<file path="src/hw/rtl/tkcl_pkg.sv">
`timescale 1ns / 1ps
// ---------------------------------------------------------------------------
// tkcl_pkg: shared types and constants of the top-k candidate list
// Item formats, controller commands and status, operation codes and sizes.
// ---------------------------------------------------------------------------
package tkcl_pkg;

   localparam int VID_W     = 20;
   localparam int QUAL_W    = 32;
   localparam int IDX_W     = 6;
   localparam int COUNT_W   = 7;
   localparam int ENTRY_W   = VID_W + QUAL_W;

   localparam int TKCL_MAX_DEPTH = 64;

   localparam logic [COUNT_W-1:0] CAP_RESET = 7'd64;

   typedef enum logic [1:0] {
      OP_CLEAR  = 2'd0,
      OP_INSERT = 2'd1,
      OP_READ   = 2'd2,
      OP_NOP    = 2'd3
   } tkcl_op_type;

   typedef enum logic [1:0] {
      FIN_NONE   = 2'd0,
      FIN_ACCEPT = 2'd1,
      FIN_READ   = 2'd2
   } tkcl_fin_type;

   typedef enum logic [3:0] {
      ST_IDLE,
      ST_DISPATCH,
      ST_SCAN_REQ,
      ST_SCAN_CMP,
      ST_DECIDE,
      ST_SHIFT_REQ,
      ST_SHIFT_WR,
      ST_PLACE,
      ST_READ_CAP
   } tkcl_state_type;

   typedef struct packed {
      logic [1:0]               operation;
      logic [VID_W-1:0]         vertex_id;
      logic signed [QUAL_W-1:0] quality;
      logic [IDX_W-1:0]         read_index;
   } tkcl_req_type;

   typedef struct packed {
      logic                     accepted;
      logic [COUNT_W-1:0]       entry_count;
      logic                     read_valid;
      logic [VID_W-1:0]         read_vertex;
      logic signed [QUAL_W-1:0] read_quality;
   } tkcl_rsp_type;

   typedef struct packed {
      logic         load;
      logic         ptr_zero;
      logic         ptr_inc;
      logic         ptr_top;
      logic         ptr_dec;
      logic         set_pos;
      logic         scan_rd;
      logic         shift_rd;
      logic         shift_wr;
      logic         place;
      logic         item_rd;
      logic         clear_count;
      logic         bump_count;
      logic         finish;
      tkcl_fin_type fin_kind;
   } tkcl_cmd_type;

   typedef struct packed {
      tkcl_op_type op;
      logic        scan_end;
      logic        dup_hit;
      logic        q_gt;
      logic        pos_in;
      logic        shift_end;
   } tkcl_stat_type;

endpackage

</file>
<file path="src/hw/rtl/top_k_candidate_list.sv">
`timescale 1ns / 1ps
// ---------------------------------------------------------------------------
// top_k_candidate_list: sorted list of the best vertex candidates
// Keeps (vertex id, quality) pairs in descending quality order, rejects
// duplicate ids at or ahead of the insertion point, and serves clear and read.
// ---------------------------------------------------------------------------
//
//   channel   ports                          handshake
//   -------   -----------------------------  ------------------------------
//   request   start, busy, req_data          taken when start and !busy
//   result    rsp_valid, rsp_data            one-cycle strobe, no stall
//   config    csr_wr_en, csr_wr_data         written when csr_wr_en
//
// Clear and no-op finish from dispatch; read finishes once the RAM data is back.
// Insert walks the list comparing entries, then either moves the entries below
// the insertion point down and places the item, or accepts it without storing
// it when it falls past the limit; a duplicate ends the insert unaccepted.
// Reset is synchronous: the list is empty and the limit is 64.
// The receiver cannot hold results off; busy holds off new items.
// ---------------------------------------------------------------------------
module top_k_candidate_list
   import tkcl_pkg::*;
#(
   parameter int MAX_DEPTH = TKCL_MAX_DEPTH
) (
   input  logic               clock,
   input  logic               reset,
   input  logic               start,
   output logic               busy,
   input  tkcl_req_type       req_data,
   output logic               rsp_valid,
   output tkcl_rsp_type       rsp_data,
   input  logic               csr_wr_en,
   input  logic [COUNT_W-1:0] csr_wr_data
);

   tkcl_cmd_type  cmd;
   tkcl_stat_type stat;

   tkcl_ctrl u_ctrl (
      .clock (clock),
      .reset (reset),
      .start (start),
      .busy  (busy),
      .stat  (stat),
      .cmd   (cmd)
   );

   tkcl_datapath #(
      .MAX_DEPTH (MAX_DEPTH)
   ) u_datapath (
      .clock       (clock),
      .reset       (reset),
      .req_data    (req_data),
      .csr_wr_en   (csr_wr_en),
      .csr_wr_data (csr_wr_data),
      .cmd         (cmd),
      .stat        (stat),
      .rsp_valid   (rsp_valid),
      .rsp_data    (rsp_data)
   );

endmodule

</file>
<file path="src/hw/rtl/tkcl_ram.sv">
`timescale 1ns / 1ps
// ---------------------------------------------------------------------------
// tkcl_ram: generic simple dual-port RAM
// One write port, one read port with registered read data.
// ---------------------------------------------------------------------------
module tkcl_ram #(
   parameter int WIDTH = 8,
   parameter int DEPTH = 64
) (
   input  logic                     clock,
   input  logic                     wr_en,
   input  logic [$clog2(DEPTH)-1:0] wr_addr,
   input  logic [WIDTH-1:0]         wr_data,
   input  logic                     rd_en,
   input  logic [$clog2(DEPTH)-1:0] rd_addr,
   output logic [WIDTH-1:0]         rd_data
);

   logic [WIDTH-1:0] mem_ff [DEPTH];
   logic [WIDTH-1:0] rd_data_ff;

   // write and registered read
   always_ff @(posedge clock) begin
      if (wr_en) begin
         mem_ff[wr_addr] <= wr_data;
      end
      if (rd_en) begin
         rd_data_ff <= mem_ff[rd_addr];
      end
   end

   assign rd_data = rd_data_ff;

endmodule

</file>
<file path="src/hw/rtl/tkcl_ctrl.sv">
`timescale 1ns / 1ps
// ---------------------------------------------------------------------------
// tkcl_ctrl: operation sequencer of the candidate list
// Walks the list for an insert, moves entries down, places the item, and
// issues the result strobe for every operation.
// ---------------------------------------------------------------------------
module tkcl_ctrl
   import tkcl_pkg::*;
(
   input  logic          clock,
   input  logic          reset,
   input  logic          start,
   output logic          busy,
   input  tkcl_stat_type stat,
   output tkcl_cmd_type  cmd
);

   tkcl_state_type state_ff;
   tkcl_state_type state_in;

   // hold state
   always_ff @(posedge clock) begin
      if (reset) begin
         state_ff <= ST_IDLE;
      end else begin
         state_ff <= state_in;
      end
   end

   // next state and commands
   always_comb begin
      state_in = state_ff;
      cmd      = '0;
      cmd.fin_kind = FIN_NONE;
      case (state_ff)
         ST_IDLE: begin
            if (start) begin
               cmd.load = 1'b1;
               state_in = ST_DISPATCH;
            end
         end
         ST_DISPATCH: begin
            case (stat.op)
               OP_CLEAR: begin
                  cmd.clear_count = 1'b1;
                  cmd.finish      = 1'b1;
                  state_in        = ST_IDLE;
               end
               OP_INSERT: begin
                  cmd.ptr_zero = 1'b1;
                  state_in     = ST_SCAN_REQ;
               end
               OP_READ: begin
                  cmd.item_rd = 1'b1;
                  state_in    = ST_READ_CAP;
               end
               default: begin
                  cmd.finish = 1'b1;
                  state_in   = ST_IDLE;
               end
            endcase
         end
         ST_SCAN_REQ: begin
            if (stat.scan_end) begin
               cmd.set_pos = 1'b1;
               state_in    = ST_DECIDE;
            end else begin
               cmd.scan_rd = 1'b1;
               state_in    = ST_SCAN_CMP;
            end
         end
         ST_SCAN_CMP: begin
            if (stat.dup_hit) begin
               // drop the item as a duplicate
               cmd.finish = 1'b1;
               state_in   = ST_IDLE;
            end else if (stat.q_gt) begin
               cmd.set_pos = 1'b1;
               state_in    = ST_DECIDE;
            end else begin
               cmd.ptr_inc = 1'b1;
               state_in    = ST_SCAN_REQ;
            end
         end
         ST_DECIDE: begin
            if (stat.pos_in) begin
               cmd.ptr_top = 1'b1;
               state_in    = ST_SHIFT_REQ;
            end else begin
               // item falls off the end but still counts
               cmd.bump_count = 1'b1;
               cmd.finish     = 1'b1;
               cmd.fin_kind   = FIN_ACCEPT;
               state_in       = ST_IDLE;
            end
         end
         ST_SHIFT_REQ: begin
            if (stat.shift_end) begin
               state_in = ST_PLACE;
            end else begin
               cmd.shift_rd = 1'b1;
               state_in     = ST_SHIFT_WR;
            end
         end
         ST_SHIFT_WR: begin
            cmd.shift_wr = 1'b1;
            cmd.ptr_dec  = 1'b1;
            state_in     = ST_SHIFT_REQ;
         end
         ST_PLACE: begin
            cmd.place      = 1'b1;
            cmd.bump_count = 1'b1;
            cmd.finish     = 1'b1;
            cmd.fin_kind   = FIN_ACCEPT;
            state_in       = ST_IDLE;
         end
         ST_READ_CAP: begin
            cmd.finish   = 1'b1;
            cmd.fin_kind = FIN_READ;
            state_in     = ST_IDLE;
         end
         default: begin
            state_in = ST_IDLE;
         end
      endcase
   end

   assign busy = (state_ff != ST_IDLE);

endmodule

</file>
<file path="src/hw/rtl/tkcl_datapath.sv">
`timescale 1ns / 1ps
// ---------------------------------------------------------------------------
// tkcl_datapath: entry store, pointers, count and result register
// Holds the sorted entries in RAM and carries out the sequencer's commands.
// ---------------------------------------------------------------------------
module tkcl_datapath
   import tkcl_pkg::*;
#(
   parameter int MAX_DEPTH = TKCL_MAX_DEPTH
) (
   input  logic               clock,
   input  logic               reset,
   input  tkcl_req_type       req_data,
   input  logic               csr_wr_en,
   input  logic [COUNT_W-1:0] csr_wr_data,
   input  tkcl_cmd_type       cmd,
   output tkcl_stat_type      stat,
   output logic               rsp_valid,
   output tkcl_rsp_type       rsp_data
);

   localparam int AW = $clog2(MAX_DEPTH);

   // request holding registers
   logic [1:0]               op_ff;
   logic [VID_W-1:0]         vid_ff;
   logic signed [QUAL_W-1:0] q_ff;
   logic [IDX_W-1:0]         idx_ff;

   // control state
   logic [COUNT_W-1:0] cap_ff;
   logic [COUNT_W-1:0] count_ff;
   logic [COUNT_W-1:0] count_in;
   logic               rsp_valid_ff;

   // walk pointers
   logic [COUNT_W-1:0] ptr_ff;
   logic [COUNT_W-1:0] ptr_in;
   logic [COUNT_W-1:0] pos_ff;

   logic [COUNT_W-1:0] lim;
   logic [COUNT_W-1:0] top;

   tkcl_rsp_type rsp_ff;
   tkcl_rsp_type rsp_in;

   // memory ports
   logic               wr_en;
   logic [AW-1:0]      wr_addr;
   logic [ENTRY_W-1:0] wr_data;
   logic               rd_en;
   logic [AW-1:0]      rd_addr;
   logic [ENTRY_W-1:0] rd_data;
   logic [VID_W-1:0]         rd_vid;
   logic signed [QUAL_W-1:0] rd_q;
   logic                     read_ok;

   tkcl_ram #(
      .WIDTH (ENTRY_W),
      .DEPTH (MAX_DEPTH)
   ) u_entry_ram (
      .clock   (clock),
      .wr_en   (wr_en),
      .wr_addr (wr_addr),
      .wr_data (wr_data),
      .rd_en   (rd_en),
      .rd_addr (rd_addr),
      .rd_data (rd_data)
   );

   assign rd_vid = rd_data[ENTRY_W-1:QUAL_W];
   assign rd_q   = $signed(rd_data[QUAL_W-1:0]);

   // clamp the limit to 1 .. MAX_DEPTH
   always_comb begin
      if (cap_ff == '0) begin
         lim = COUNT_W'(1);
      end else if (int'(cap_ff) > MAX_DEPTH) begin
         lim = COUNT_W'(MAX_DEPTH);
      end else begin
         lim = cap_ff;
      end
   end

   // last slot that a shift fills
   assign top = (count_ff < lim) ? count_ff : (lim - COUNT_W'(1));

   // drive memory ports
   assign wr_en   = cmd.shift_wr | cmd.place;
   assign wr_addr = cmd.place ? AW'(pos_ff) : AW'(ptr_ff);
   assign wr_data = cmd.place ? {vid_ff, q_ff} : rd_data;
   assign rd_en   = cmd.scan_rd | cmd.shift_rd | cmd.item_rd;

   always_comb begin
      if (cmd.item_rd) begin
         rd_addr = AW'(idx_ff);
      end else if (cmd.shift_rd) begin
         rd_addr = AW'(ptr_ff - COUNT_W'(1));
      end else begin
         rd_addr = AW'(ptr_ff);
      end
   end

   // status back to the sequencer
   assign stat.op        = tkcl_op_type'(op_ff);
   assign stat.scan_end  = (ptr_ff == count_ff);
   assign stat.dup_hit   = (rd_vid == vid_ff);
   assign stat.q_gt      = (q_ff > rd_q);
   assign stat.pos_in    = (pos_ff < lim);
   assign stat.shift_end = (ptr_ff == pos_ff);

   // advance pointer
   always_comb begin
      ptr_in = ptr_ff;
      if (cmd.ptr_zero) begin
         ptr_in = '0;
      end else if (cmd.ptr_inc) begin
         ptr_in = ptr_ff + COUNT_W'(1);
      end else if (cmd.ptr_top) begin
         ptr_in = top;
      end else if (cmd.ptr_dec) begin
         ptr_in = ptr_ff - COUNT_W'(1);
      end
   end

   // update entry count
   always_comb begin
      count_in = count_ff;
      if (cmd.clear_count) begin
         count_in = '0;
      end else if (cmd.bump_count) begin
         count_in = (count_ff >= lim) ? lim : (count_ff + COUNT_W'(1));
      end
   end

   // build the result item
   assign read_ok = ({1'b0, idx_ff} < count_ff);

   always_comb begin
      rsp_in             = '0;
      rsp_in.entry_count = count_in;
      case (cmd.fin_kind)
         FIN_ACCEPT: begin
            rsp_in.accepted = 1'b1;
         end
         FIN_READ: begin
            if (read_ok) begin
               rsp_in.read_valid   = 1'b1;
               rsp_in.read_vertex  = rd_vid;
               rsp_in.read_quality = rd_q;
            end
         end
         default: begin
            rsp_in.accepted = 1'b0;
         end
      endcase
   end

   // control registers
   always_ff @(posedge clock) begin
      if (reset) begin
         cap_ff       <= CAP_RESET;
         count_ff     <= '0;
         rsp_valid_ff <= 1'b0;
      end else begin
         if (csr_wr_en) begin
            cap_ff <= csr_wr_data;
         end
         count_ff     <= count_in;
         rsp_valid_ff <= cmd.finish;
      end
   end

   // payload registers
   always_ff @(posedge clock) begin
      if (cmd.load) begin
         op_ff  <= req_data.operation;
         vid_ff <= req_data.vertex_id;
         q_ff   <= req_data.quality;
         idx_ff <= req_data.read_index;
      end
      if (cmd.set_pos) begin
         pos_ff <= ptr_ff;
      end
      if (cmd.finish) begin
         rsp_ff <= rsp_in;
      end
      ptr_ff <= ptr_in;
   end

   assign rsp_valid = rsp_valid_ff;
   assign rsp_data  = rsp_ff;

`ifndef SYNTH
   // a result strobe lasts one cycle
   a_strobe_single: assert property (@(posedge clock) disable iff (reset)
      rsp_valid_ff |=> !rsp_valid_ff)
      else $error("result strobe held for more than one cycle");

   // an accepted insert never carries read data
   a_rsp_exclusive: assert property (@(posedge clock) disable iff (reset)
      rsp_valid_ff |-> !(rsp_ff.accepted && rsp_ff.read_valid))
      else $error("result marks both accept and read");

   // a placed item lands inside the limit
   a_place_in_limit: assert property (@(posedge clock) disable iff (reset)
      cmd.place |-> (pos_ff < lim))
      else $error("item placed beyond the limit");

   // a move writes only below the insertion point
   a_shift_order: assert property (@(posedge clock) disable iff (reset)
      cmd.shift_wr |-> (ptr_ff > pos_ff) && $past(cmd.shift_rd))
      else $error("entry move out of order");

   // the count never exceeds the store
   a_count_bound: assert property (@(posedge clock) disable iff (reset)
      cmd.bump_count |=> (int'(count_ff) <= MAX_DEPTH))
      else $error("entry count beyond store depth");
`endif

endmodule
</file>
<file path="config.mk">
export PLATFORM = sky130hd
export DESIGN_NAME = top_k_candidate_list
export DESIGN_NICKNAME = d
export VERILOG_FILES = /design/src/hw/rtl/tkcl_pkg.sv /design/src/hw/rtl/top_k_candidate_list.sv /design/src/hw/rtl/tkcl_ram.sv /design/src/hw/rtl/tkcl_ctrl.sv /design/src/hw/rtl/tkcl_datapath.sv
export SDC_FILE = /design/constraint.sdc
export NUM_CORES = 2
export LEC_CHECK = 0
export ABC_AREA = 0
export BUFFER_PORTS_ARGS = -buffer_cell sky130_fd_sc_hd__buf_4
export CAP_MARGIN = 40
export CORE_AREA = 5 5 479 481
export CTS_BUF_LIST = sky130_fd_sc_hd__clkbuf_16
export DETAILED_ROUTE_END_ITERATION = 10
export DIE_AREA = 0 0 484 486
export PLACE_DENSITY_LB_ADDON = 0.3
export SLEW_MARGIN = 20
export SYNTH_ARGS = -nofsm -noshare
export SYNTH_HDL_FRONTEND = slang
export SYNTH_HIERARCHICAL = 1
export SYNTH_SLANG_ARGS = --single-unit
</file>
<file path="constraint.sdc">
create_clock -name clock -period 6.9 [get_ports clock]
set_clock_uncertainty 0.05 [all_clocks]
set_input_delay 0.69 -clock clock [delete_from_list [all_inputs] [get_ports clock]]
set_output_delay 0.69 -clock clock [all_outputs]
set_load 0.02 [all_outputs]
</file>
==> metrics.md <==
| Metric | Value |
|---|---|
| Count of cell types in the netlist | 74 |
| Tot GR Track Use | 0.338 |
| Worst path top cell family by delay | simple AND/OR/NAND/NOR gates |
| Vias per std cell | 7.27 |
| RR Startpoint | u_datapath/ptr_ff[4]$_SDFFE_PP0P_ |
| Post-synth top cells | edfxtp_1 (3508), mux4_2 (794), o22ai_1 (181) |
| First-pass GRT wire length | 558000 microns |
| TritonCTS Sinks | around 3500 |
| Worst skew pair latency | about 0.96 ns |
| CP Cell Sequence | xnor2_1 > nand4_1 > nor4_1 > nor3_1 > nand2_1 > xor2_1 > o21ai_4 > buf_4 > or3_2 > buf_4 > o22ai_1 > nor4_1 > o22a_1 |
| Worst EP arrival | 6.32 ns |
| Residual DRC | 0 |
| Reg2Reg Setup Slack | ~1.3 ns |
| Vias | approximately 73000 |
| Largest net degree at the start of global routing | 123 |
| Async SR Flop Fraction | 0 |
| Grt ovf | 0 |
| Most frequent cell after synthesis | edfxtp_1 |
| Initial antenna violation count | 14 |
| CTS tree | done |
| Vias in the first global route | ~73000 |
| Detailed Routing Iterations Pass 1 | 7 |
| Top_reg_cell synth | edfxtp_1 |
| Die Span X | 484 microns |
| Fmax | about 0.18 GHz |
| Worst Setup End Kind | flop |
| CORE AREA | 0.224 sq mm |
| Top Layer Used | met5 |
| Post-layout nets | 6954 |
| Avg WL per Cell | between 30 and 40 microns |
| Clock Tree Buf Depth | 4 |
| Finished Core Util | 0.697 |
| Slew @ Worst Pin | approximately 1.1 ns |
| Metal3 WL | 57800 microns |
| Fin cells | 10100 |
| Final Wtd Congestion | 0.881 |
| Htree depth | 5 |
| Resized cells post-CTS | 0 |
| Critical path type | flop to flop |
| Status | finished clean |
| Slew Limit Fails | 0 |
| TritonCTS Buffers | 355 |
| Initial DRC count | about 13000 |
| Period minus WS final | between 5 and 6 ns |
| Slew HR | 0.299 |
| Share of post-route cells with drive strength above 1 | 0.280 |
| Setup bufs post-CTS | 0 |
| Largest cells by area after synthesis | edfxtp_1 (77%), mux4_2 (13%), mux2i_1 (0.98%) |
| Synthesized Nets | roughly 6400 |
| VDD IR max | 264 uV |
| Final HPWL DP | 227000 microns |
| Hold path endpoint | u_ctrl/state_ff[2]$_SDFFE_PP0P_ |
| Yosys warning total | 6 |
| Port Buffer Count | roughly 130 |
| Setup Viol. Count Final | 0 |
| Met2 wire len | 183000 microns |
| Worst-path fanout max | 24 |
| M1 WL | 130000 microns |
| Worst hold path type | input pin to flop |
| Number of max-cap violations | 0 |
| Yosys top cell by area | edfxtp_1 |
| Static leakage | 48.4 nW |
| CP required | roughly 7.6 ns |
| Initial core utilization | 0.608 |
| Clk slew on worst S/H paths | 0.06 ns |
| Area of all placed cells without fillers | 0.156 sq mm |
| Root buffer cell | clkbuf_16 |
| Die Area | between 0.2 and 0.25 sq mm |
| Top-Level Pins | 134 |
| Antenna Nets Post-Route | 0 |
| Hold Path Stages | 3 |
| Top-area cell type share of the netlist area | 0.773 |
| HP Start | start |
| Post-route clock period utilization | 0.813 |
| Crit path largest cell delay | 0.76 ns |
| Syn Std Cell Area | approximately 0.14 sq mm |
| CP bufs+invs | 2 |
| P per Cell Area | 314 mW/mm^2 |
| Post-Syn Instances | 6267 |
| Post-synthesis sequential area ratio | 0.777 |
| Number of synthesized flops with an enable pin | approximately 3500 |
| Cell row count | 174 |
| Critical path depth in cells | 13 |
| Syn avg cell area | 21.7 sq um |
| Reg-to-reg critical path endpoint | u_datapath/u_entry_ram/rd_data[10]$_DFFE_PP_ |
| Crit path launch type | flop |
| Slowest CP cell | nor4_1 |
| Inst Count DP | between 9000 and 10000 |
| Synthesized flop and latch total | 3534 |
| Final Hold Fails | 0 |
| Unrepaired setup endpoints after global routing | no |
| Dpl cell area | 0.144 sq mm |
| Area growth, synth to finish | 14.7% |
| Setup TNS | 0 ns |
| Path depth of the worst reg2reg path | 13 |
| WL final | around 400000 microns |
| Die height | between 400 and 500 microns |
-- sequential cells by signal (all words and copies together) (netlist names), 6 cells and up --
register,cells
u_datapath/cap_ff,7
u_datapath/count_ff,7
u_datapath/idx_ff,6
u_datapath/pos_ff,7
u_datapath/ptr_ff,7
u_datapath/q_ff,32
u_datapath/rsp_data,61
u_datapath/u_entry_ram/mem_ff,3328
u_datapath/u_entry_ram/rd_data,52
u_datapath/vid_ff,20
-- repair_timing --
| item | in CTS | in global routing |
|---|---|---|
| endpoints found under the hold margin | 69 | 0 |
| setup endpoints to repair | 0 | 0 |
| hold buffers | 76 | 0 |
-- stage by stage --
stage / setup slack (ns) / total power [mW] / hold WS, ns
after floorplan: 0.829 / 28.6 / 0.371
after global placement: 1.20 / 30.6 / 0.456
after detailed placement: 1.43 / 30.8 / 0.477
after CTS: 1.47 / 49.1 / 0.00830
after global routing: 1.22 / 50.4 / 0.0417
final: 1.29 / 49.1 / 0.0565
-- power breakdown --
part,switching [mW],total (mW),leakage (nW),internal [mW]
clock network,7.94,18.5,5.70,10.6
registers,0.141,24.1,31.8,23.9
logic,3.88,6.49,10.9,2.61
-- layout make-up --
cell class	count	area [sq um]
Clock inverter	260	1980
Timing Repair Buffer	562	5750
Sequential cell	3534	106000
Fill cell	12900	68000
Clock buffer	362	9060
Multi-Input combinational cell	2293	29600
Inverter	79	297
Tap cell	2992	3740
Antenna cell	10	25.0
-- logic make-up after synthesis --
kind of cell / Yosys count / synth area share
AOI/OAI and AO/OA: 734 / 0.0371
muxes: 975 / 0.145
xor gates and xnor gates: 42 / 0.00270
adders and majority gates: 58 / 0.00533
buffers and inverters: 440 / 0.0153
DFF: 3534 / 0.777
and+or+nand+nor: 484 / 0.0177
-- worst reg2reg max path, delay by kind of cell (launching register included) --
kind | cells | cell delay, ns
flops | 1 | 0.70
simple gates | 6 | 2.55
buf+inv | 2 | 0.91
compound gates | 3 | 0.86
xor+xnor | 2 | 0.37
-- layer usage --
metal | track usage | vias up
met5 | 0 | -
met4 | 0.178 | 14
met3 | 0.101 | 1263
met2 | 0.512 | 6582
met1 | 0.451 | 37800
li1 | - | 27700
-- how the worst max path moves through the flow --
stage                                 startpoint                                        endpoint  slack [ns]
2_1_floorplan    u_ctrl/state_ff[2]$_SDFFE_PP0P_  u_datapath/u_entry_ram/mem_ff[49][0]$_DFFE_PP_        0.83
3_3_place_gp   u_datapath/ptr_ff[4]$_SDFFE_PP0P_    u_datapath/u_entry_ram/rd_data[15]$_DFFE_PP_        1.20
3_5_place_dp   u_datapath/ptr_ff[4]$_SDFFE_PP0P_     u_datapath/u_entry_ram/rd_data[7]$_DFFE_PP_        1.43
4_1_cts        u_datapath/ptr_ff[4]$_SDFFE_PP0P_     u_datapath/u_entry_ram/rd_data[7]$_DFFE_PP_        1.47
5_1_grt        u_datapath/ptr_ff[4]$_SDFFE_PP0P_    u_datapath/u_entry_ram/rd_data[10]$_DFFE_PP_        1.22
6_report       u_datapath/ptr_ff[4]$_SDFFE_PP0P_    u_datapath/u_entry_ram/rd_data[10]$_DFFE_PP_        1.29
-- cell usage in the layout, fill, tap and decap left out, drive strengths merged, types with 22 or more instances in the layout --
master	instances
o22ai	181
edfxtp	3508
a22oi	38
nor2	124
nor4	48
a211oi	74
inv	155
mux2i	133
a221oi	43
nand2	121
nand2b	32
dfxtp	26
mux4	794
clkbuf	365
o22a	31
a21oi	103
dlygate4sd3	76
o221ai	67
o21ai	94
nor2b	32
clkinv	144
bufinv	30
nand3	31
buf	483
ha	58
mux2	48
and3	22
Note: power is estimated with default switching activity, not from simulation.
